File: src/design/flash_record_log_wear_level_core_defines.svh
// Assertion macros shared by the flash record log RTL.
// Expects clk and rst_n in the scope of each use; no other dependencies.
`ifndef FLASH_RECORD_LOG_WEAR_LEVEL_CORE_DEFINES_SVH
`define FLASH_RECORD_LOG_WEAR_LEVEL_CORE_DEFINES_SVH

// Same-cycle implication, masked while in reset.
`define FRLWL_ASSERT_NOW(label, ante, cons, msg) \
  label: assert property (@(posedge clk) disable iff (!rst_n) (ante) |-> (cons)) \
    else $error(msg);

// Next-cycle implication, masked while in reset.
`define FRLWL_ASSERT_NEXT(label, ante, cons, msg) \
  label: assert property (@(posedge clk) disable iff (!rst_n) (ante) |=> (cons)) \
    else $error(msg);

`endif

File: src/design/frlwl_pkg.sv
// Types, constants and codes for the flash record log core.
// No dependencies; compiled before every other file.
package frlwl_pkg;

  localparam int unsigned RECORD_SLOTS_DEF = 256;
  localparam int unsigned RECORD_WORDS_DEF = 4;
  localparam int unsigned MAX_WORDS        = 4;
  localparam int unsigned WORD_W           = 32;
  localparam int unsigned STATUS_W         = 3;
  localparam int unsigned SLOT_W           = 8;

  localparam logic [WORD_W-1:0] ERASED_WORD = 32'hFFFF_FFFF;

  typedef enum logic [STATUS_W-1:0] {
    ST_READ      = 3'd0,
    ST_UNCHANGED = 3'd1,
    ST_OVERWRITE = 3'd2,
    ST_APPEND    = 3'd3,
    ST_ERASE     = 3'd4
  } status_t;

  typedef enum logic {
    S_IDLE,
    S_DEC
  } fsm_t;

  typedef enum logic {
    WR_PLAIN,
    WR_MERGE
  } wr_mode_t;

  typedef enum logic [1:0] {
    OUT_PREV,
    OUT_NEW,
    OUT_MERGE,
    OUT_ERASED
  } out_sel_t;

  // Control from the sequencer to every lane
  typedef struct packed {
    logic     cap_en;
    logic     rd_en;
    logic     wr_en;
    wr_mode_t wr_mode;
    out_sel_t out_sel;
    logic     prev_ok;
    logic     cur_ok;
  } lane_ctl_t;

  // Per-word findings of one lane
  typedef struct packed {
    logic eq;
    logic sub;
    logic erased;
  } lane_flag_t;

endpackage

File: src/design/frlwl_ctrl.sv
// Sequencer and merge stage: fill pointer, decision over lane flags, result register.
// Depends on frlwl_pkg and flash_record_log_wear_level_core_defines.svh.
`include "flash_record_log_wear_level_core_defines.svh"

module frlwl_ctrl #(
  parameter int unsigned RECORD_SLOTS = frlwl_pkg::RECORD_SLOTS_DEF,
  parameter int unsigned RECORD_WORDS = frlwl_pkg::RECORD_WORDS_DEF,
  localparam int unsigned SIDX_W      = $clog2(RECORD_SLOTS),
  localparam int unsigned FW          = $clog2(RECORD_SLOTS + 1)
) (
  input  logic                           clk,
  input  logic                           rst_n,
  input  logic                           in_valid,
  output logic                           in_ready,
  input  logic                           in_cmd,
  input  frlwl_pkg::lane_flag_t          flag_i [RECORD_WORDS],
  input  logic [frlwl_pkg::WORD_W-1:0]   word_i [RECORD_WORDS],
  output frlwl_pkg::lane_ctl_t           lane_ctl_o,
  output logic [SIDX_W-1:0]              addr_prev_o,
  output logic [SIDX_W-1:0]              addr_cur_o,
  output logic [SIDX_W-1:0]              wr_addr_o,
  output logic                           out_valid,
  input  logic                           out_ready,
  output logic [frlwl_pkg::WORD_W-1:0]   out_word_o [frlwl_pkg::MAX_WORDS],
  output logic [frlwl_pkg::STATUS_W-1:0] out_status,
  output logic [frlwl_pkg::SLOT_W-1:0]   out_slot
);
  import frlwl_pkg::*;

  fsm_t              state_r, state_nxt;
  logic [FW-1:0]     fill_r, fill_nxt;
  logic              part_r, part_nxt;
  logic              cmd_r;
  logic              out_valid_r;
  logic [WORD_W-1:0] out_word_r [MAX_WORDS];
  logic [WORD_W-1:0] rec_c [MAX_WORDS];
  status_t           status_r, status_c;
  logic [SLOT_W-1:0] slot_r;
  logic [FW-1:0]     fill_m1;
  logic [FW-1:0]     fnx_m1;
  logic [31:0]       fnx_ext;
  logic              accept;
  logic              commit;
  logic              full, erase_due, non_empty;
  logic              all_eq, all_sub, nw0_live, differs;
  logic              wr_en_c;
  wr_mode_t          wr_mode_c;
  out_sel_t          out_sel_c;
  logic [SIDX_W-1:0] wr_addr_c;

  assign accept  = in_valid && in_ready;
  assign commit  = (state_r == S_DEC) && (!out_valid_r || out_ready);
  assign fill_m1 = fill_r - 1'b1;

  assign full      = (fill_r == FW'(RECORD_SLOTS));
  assign erase_due = (fill_r >= FW'(RECORD_SLOTS - 1));
  assign non_empty = (fill_r != '0);

  // Merge the lane findings
  always_comb begin
    all_eq  = 1'b1;
    all_sub = 1'b1;
    for (int i = 0; i < RECORD_WORDS; i++) begin
      all_eq  = all_eq  & flag_i[i].eq;
      all_sub = all_sub & flag_i[i].sub;
    end
  end
  assign nw0_live = !flag_i[0].erased;
  assign differs  = full || !all_eq;

  // Decide the outcome of the item
  always_comb begin
    status_c  = ST_READ;
    out_sel_c = OUT_PREV;
    wr_en_c   = 1'b0;
    wr_mode_c = WR_PLAIN;
    wr_addr_c = fill_r[SIDX_W-1:0];
    fill_nxt  = fill_r;
    part_nxt  = part_r;
    if (cmd_r) begin
      priority if (!differs) begin
        status_c = ST_UNCHANGED;
      end else if (erase_due) begin
        status_c  = ST_ERASE;
        wr_en_c   = 1'b1;
        wr_addr_c = '0;
        out_sel_c = nw0_live ? OUT_NEW : OUT_ERASED;
        fill_nxt  = nw0_live ? FW'(1) : '0;
        part_nxt  = !nw0_live;
      end else if (non_empty && all_sub) begin
        status_c  = ST_OVERWRITE;
        wr_en_c   = 1'b1;
        wr_addr_c = fill_m1[SIDX_W-1:0];
        out_sel_c = OUT_NEW;
      end else begin
        status_c  = ST_APPEND;
        wr_en_c   = 1'b1;
        wr_mode_c = WR_MERGE;
        if (nw0_live) begin
          out_sel_c = OUT_MERGE;
          fill_nxt  = fill_r + 1'b1;
          part_nxt  = 1'b0;
        end else begin
          out_sel_c = OUT_PREV;
          part_nxt  = 1'b1;
        end
      end
    end
  end

  assign fnx_m1  = fill_nxt - 1'b1;
  assign fnx_ext = (fill_nxt == '0) ? 32'd0 : 32'(fnx_m1);

  generate
    for (genvar g = 0; g < MAX_WORDS; g++) begin : g_rec
      if (g < RECORD_WORDS) begin : g_live
        assign rec_c[g] = word_i[g];
      end else begin : g_zero
        assign rec_c[g] = '0;
      end
    end
  endgenerate

  // Next state
  always_comb begin
    state_nxt = state_r;
    unique case (state_r)
      S_IDLE:  if (in_valid) state_nxt = S_DEC;
      S_DEC:   if (commit) state_nxt = S_IDLE;
      default: state_nxt = S_IDLE;
    endcase
  end

  // Outputs towards lanes and channels; take nothing while in reset
  always_comb begin
    in_ready           = (state_r == S_IDLE) && rst_n;
    lane_ctl_o.cap_en  = accept;
    lane_ctl_o.rd_en   = accept;
    lane_ctl_o.wr_en   = wr_en_c && commit;
    lane_ctl_o.wr_mode = wr_mode_c;
    lane_ctl_o.out_sel = out_sel_c;
    lane_ctl_o.prev_ok = non_empty;
    lane_ctl_o.cur_ok  = part_r;
    addr_prev_o        = fill_m1[SIDX_W-1:0];
    addr_cur_o         = fill_r[SIDX_W-1:0];
    wr_addr_o          = wr_addr_c;
  end

  always_ff @(posedge clk) begin
    if (!rst_n) begin
      state_r     <= S_IDLE;
      fill_r      <= '0;
      part_r      <= 1'b0;
      out_valid_r <= 1'b0;
    end else begin
      state_r <= state_nxt;
      if (commit) begin
        fill_r      <= fill_nxt;
        part_r      <= part_nxt;
        out_valid_r <= 1'b1;
      end else if (out_ready) begin
        out_valid_r <= 1'b0;
      end
    end
  end

  always_ff @(posedge clk) begin
    if (accept) begin
      cmd_r <= in_cmd;
    end
    if (commit) begin
      status_r   <= status_c;
      slot_r     <= fnx_ext[SLOT_W-1:0];
      out_word_r <= rec_c;
    end
  end

  assign out_valid  = out_valid_r;
  assign out_status = status_r;
  assign out_slot   = slot_r;
  assign out_word_o = out_word_r;

  `FRLWL_ASSERT_NOW(a_fill_below_last, 1'b1, fill_r <= FW'(RECORD_SLOTS - 1), "fill pointer ran past the erase point")
  `FRLWL_ASSERT_NEXT(a_fill_step, commit && status_c != ST_ERASE, fill_r == $past(fill_r) || fill_r == $past(fill_r) + 1'b1, "fill pointer jumped without an erase")
  `FRLWL_ASSERT_NOW(a_result_from_dec, $rose(out_valid_r), $past(state_r == S_DEC), "result appeared without a decision")

endmodule

File: config.mk
export PLATFORM = sky130hd
export DESIGN_NAME = frlwl_ctrl
export DESIGN_NICKNAME = d
export VERILOG_FILES = /design/src/design/frlwl_pkg.sv /design/src/design/frlwl_ctrl.sv
export VERILOG_INCLUDE_DIRS = /design/src /design/src/design
export SDC_FILE = /design/constraint.sdc
export NUM_CORES = 1
export LEC_CHECK = 0
export ABC_AREA = 1
export ABC_CLOCK_PERIOD_IN_PS = 5020
export BUFFER_PORTS_ARGS = -buffer_cell sky130_fd_sc_hd__buf_2
export CORE_ASPECT_RATIO = 1.2
export CORE_MARGIN = 2
export CORE_UTILIZATION = 30
export DETAILED_ROUTE_END_ITERATION = 7
export PLACE_DENSITY = 0.65
export SYNTH_ARGS = -nofsm -noshare
export SYNTH_HDL_FRONTEND = slang
export SYNTH_SLANG_ARGS = --single-unit
File: constraint.sdc
create_clock -name clk -period 5.02 [get_ports clk]
set_input_delay 0.502 -clock clk [delete_from_list [all_inputs] [get_ports clk]]
set_output_delay 0.502 -clock clk [all_outputs]
set_load 0.1 [all_outputs]
==> results.ini <==
[outcome]
outcome = completed

[worst_setup_path]
endpoint_kind = output port
worst_r2r_startpoint = fill_r[0]$_SDFFE_PN0P_
crit_slowest_cell = buf_2
crit_type = register to output port
cp.required_ns = 4.52
crit_fanout = 9
ff2ff_path_depth = 18
start_kind = register
max_stage_delay_ns = 0.50
crit_chain = ha_1, nand3_1, nor3_1, ha_1, nor2_1, nand2_4, inv_1, nand2_1, nand2_1, nor2_2, buf_2
cp.arrival_ns = 2.97
rrSetupSlack_ns = 1.97
timing.rr.end = out_slot[4]$_SDFFCE_PN0P_

[cts]
cts_root_buf = clkbuf_16
post_cts_buffers = 0
cts-htree-levels = 4
ctsHoldBuffers = 0
cts_num_sinks = 152
cts_resized = 0
clock_path_buffers = 2
clk_latency_ns = 0.40
cts.reportedPaths.clkPinSlew_ns = 0.07
cts_tree = yes
cts_made_buffers = 17

[flow_run]
max-cap-violations = 0

[drt]
post_drt_wl_per_cell_um = 14.77
postRouteAntennaNets = 0
drtIter0Drc = 198
drc = 0
dr.pass1.iters = 4
wl_mm = 14.47
vias_per_cell = 4.180
vias = 4096

[synth]
syn-num-nets = 539
synth_top_family_by_area = simple AND/OR/NAND/NOR gates
ys_seq_area_frac = 0.7657
synth_warnings = 0
synth_cells = 389
synthXorXnorAreaFrac = 0.01207
yosys.area_share.adder = 0.01078
synthMuxAreaShare = 0
synthSimpleGateAreaFrac = 0.1257
ys_ff_latch = 152
synth.cell_area_mm2 = 0.005804
ys_types = 31
synth_compound_area_frac = 0.03923
synth_area_per_cell_um2 = 14.92

[timing]
hold_viol = 0
max_slew.worst_pin.slew_ns = 1.085
min_period_over_period = 0.6913
fin_setup_tns_ns = 0
finClkSkew_ns = 0.007957
report.final.setup_viol = 0
fmax_ghz = 0.2882
rsz0062_at_grt = false
relSlewSlack = 0.2769
slew_viol_final = 0
timing.final.crit_period_ns = 3.470

[place]
numPortBuffers = 314
hpwl_mm = 11.15
globalplace.congestion = 0.8472

[worst_hold_path]
hold_depth = 1
worstHoldStart = word_i[64]
hp-class = input port to register
hold_end = out_word_o[64]$_DFFE_PP_

[final_layout]
drive_gt1_frac = 0.5422
layout_commonest_cell = buf_2
area_delta_synth_final_pct = 40.91
layout_common_cells = buf_2, edfxtp_1, nand2_1
fin_nets = 860

[floorplanning]
io_pins = 318
start_util = 0.3067
row_count = 55
coreArea_mm2 = 0.01892
die_area_mm2 = 0.02048
die_w_um = 131.0
dieHeight_um = 156.4

[global_routing]
globalRouteTotalUtil = 0.1372
overflow = 0
grt_max_degree = 86
antenna_found_initial = 1
grt_pass1_wl_mm = 20.72
grt_pass1_vias = 3935

[pwr]
power.leakage_nw = 3.647
p_total_w = 0.003607
power.density_mw_per_mm2 = 441.0
max-vdd-ir-drop_mv = 0.2337

==> cells by family (layout without fill, tap and decap cells) <==
logic type,after synthesis,after routing
buf+inv,59,393
fa+ha+maj,5,5
simple gates,124,124
flops,152,152
compound gates,41,41
xor+xnor,8,8
other cells,0,1
==> per-layer routing <==
metal | routed length (um) | up-vias | track usage
met1 | 5386 | 1880 | 0.1490
li1 | - | 2010 | -
met4 | 349 | 0 | 0.06079
met3 | 1024 | 20 | 0.04410
met5 | 0 | - | 0
met2 | 7709 | 186 | 0.2415
==> power breakdown <==
| part | leakage [nW] | switching [W] | total (W) | internal [W] |
|---|---|---|---|---|
| registers | 1.40 | 0.0000229 | 0.00149 | 0.00146 |
| clock network | 0.274 | 0.000535 | 0.00119 | 0.000655 |
| logic | 1.97 | 0.000784 | 0.000932 | 0.000147 |
| total | 3.65 | 0.00134 | 0.00361 | 0.00226 |
==> stage by stage <==
stage / utilization / hold slack [ns] / std cells / worst slack (ns) / cell area, um2
floorplan: - / 0.4704 / 389 / 0.7973 / 5806
global placement: 0.4025 / 0.4917 / 947 / 1.987 / 7617
detailed placement: 0.4025 / 0.4896 / 947 / 1.972 / 7617
CTS: 0.4321 / 0.2354 / 979 / 1.518 / 8177
global route: 0.4322 / 0.2269 / 980 / 1.323 / 8179
finish: 0.4322 / 0.2614 / 980 / 1.550 / 8179
==> registers in the layout, summed over array words and instances, names as in the netlist <==
name,cells
out_status,3
out_valid,1
part_r,1
out_slot,8
state_r,1
out_word_o,128
fill_r,9
cmd_r,1
==> worst max-delay path: cells and delay by family (launching register included) <==
family,cells,cell delay [ns]
buffers and inverters,2,0.57
DFF,1,0.48
and+or+nand+nor,7,1.02
adders and majority gates,2,0.49
==> layout make-up <==
class,count,area (um2)
clock buffers,18,429.2
fillers,1771,10750
repair buffers,316,1587
well taps,256,320.3
inverters,45,168.9
multi-input cells,178,1097
flip-flops and latches,152,4444
diodes,1,2.502
clock inverters,14,130.1
==> synthesized netlist by cell type <==
cell type	n	area share
xnor2_1	2	0.0030
o21ai_1	3	0.0026
buf_4	13	0.017
nand2_2	8	0.0086
nand3_1	12	0.010
edfxtp_1	140	0.72
nor2_8	2	0.0069
nor3_1	3	0.0026
a21oi_2	1	0.0015
o22ai_1	9	0.0097
xor2_1	6	0.0091
nor2_1	20	0.013
inv_1	37	0.024
o31ai_1	1	0.0013
nor3_2	1	0.0017
o21bai_1	1	0.0013
nor2_4	4	0.0078
a211oi_1	1	0.0013
nor2_2	4	0.0043
nand4_4	1	0.0037
clkbuf_1	1	0.00065
ha_1	5	0.011
dfxtp_1	12	0.041
nand2_4	6	0.012
inv_2	8	0.0052
nand2_1	52	0.034
nand3_4	3	0.0091
nand3_2	6	0.010
nand4_1	2	0.0022
a21oi_1	17	0.015
o21ai_0	8	0.0069
==> how the worst max path moves through the flow <==
stage	start	endpoint	slack, ns	depth (start not counted)
2_1_floorplan	fill_r[0]$_SDFFE_PN0P_	wr_addr_o[1]	0.80	9
4_1_cts	fill_r[0]$_SDFFE_PN0P_	lane_ctl_o[2]	1.52	11
3_5_place_dp	fill_r[0]$_SDFFE_PN0P_	out_slot[6]$_SDFFCE_PN0P_	1.97	18
6_report	fill_r[0]$_SDFFE_PN0P_	lane_ctl_o[2]	1.55	11
5_1_grt	fill_r[0]$_SDFFE_PN0P_	lane_ctl_o[2]	1.32	11
3_3_place_gp	fill_r[0]$_SDFFE_PN0P_	lane_ctl_o[2]	1.99	11
(Power assumes the default switching activity.)
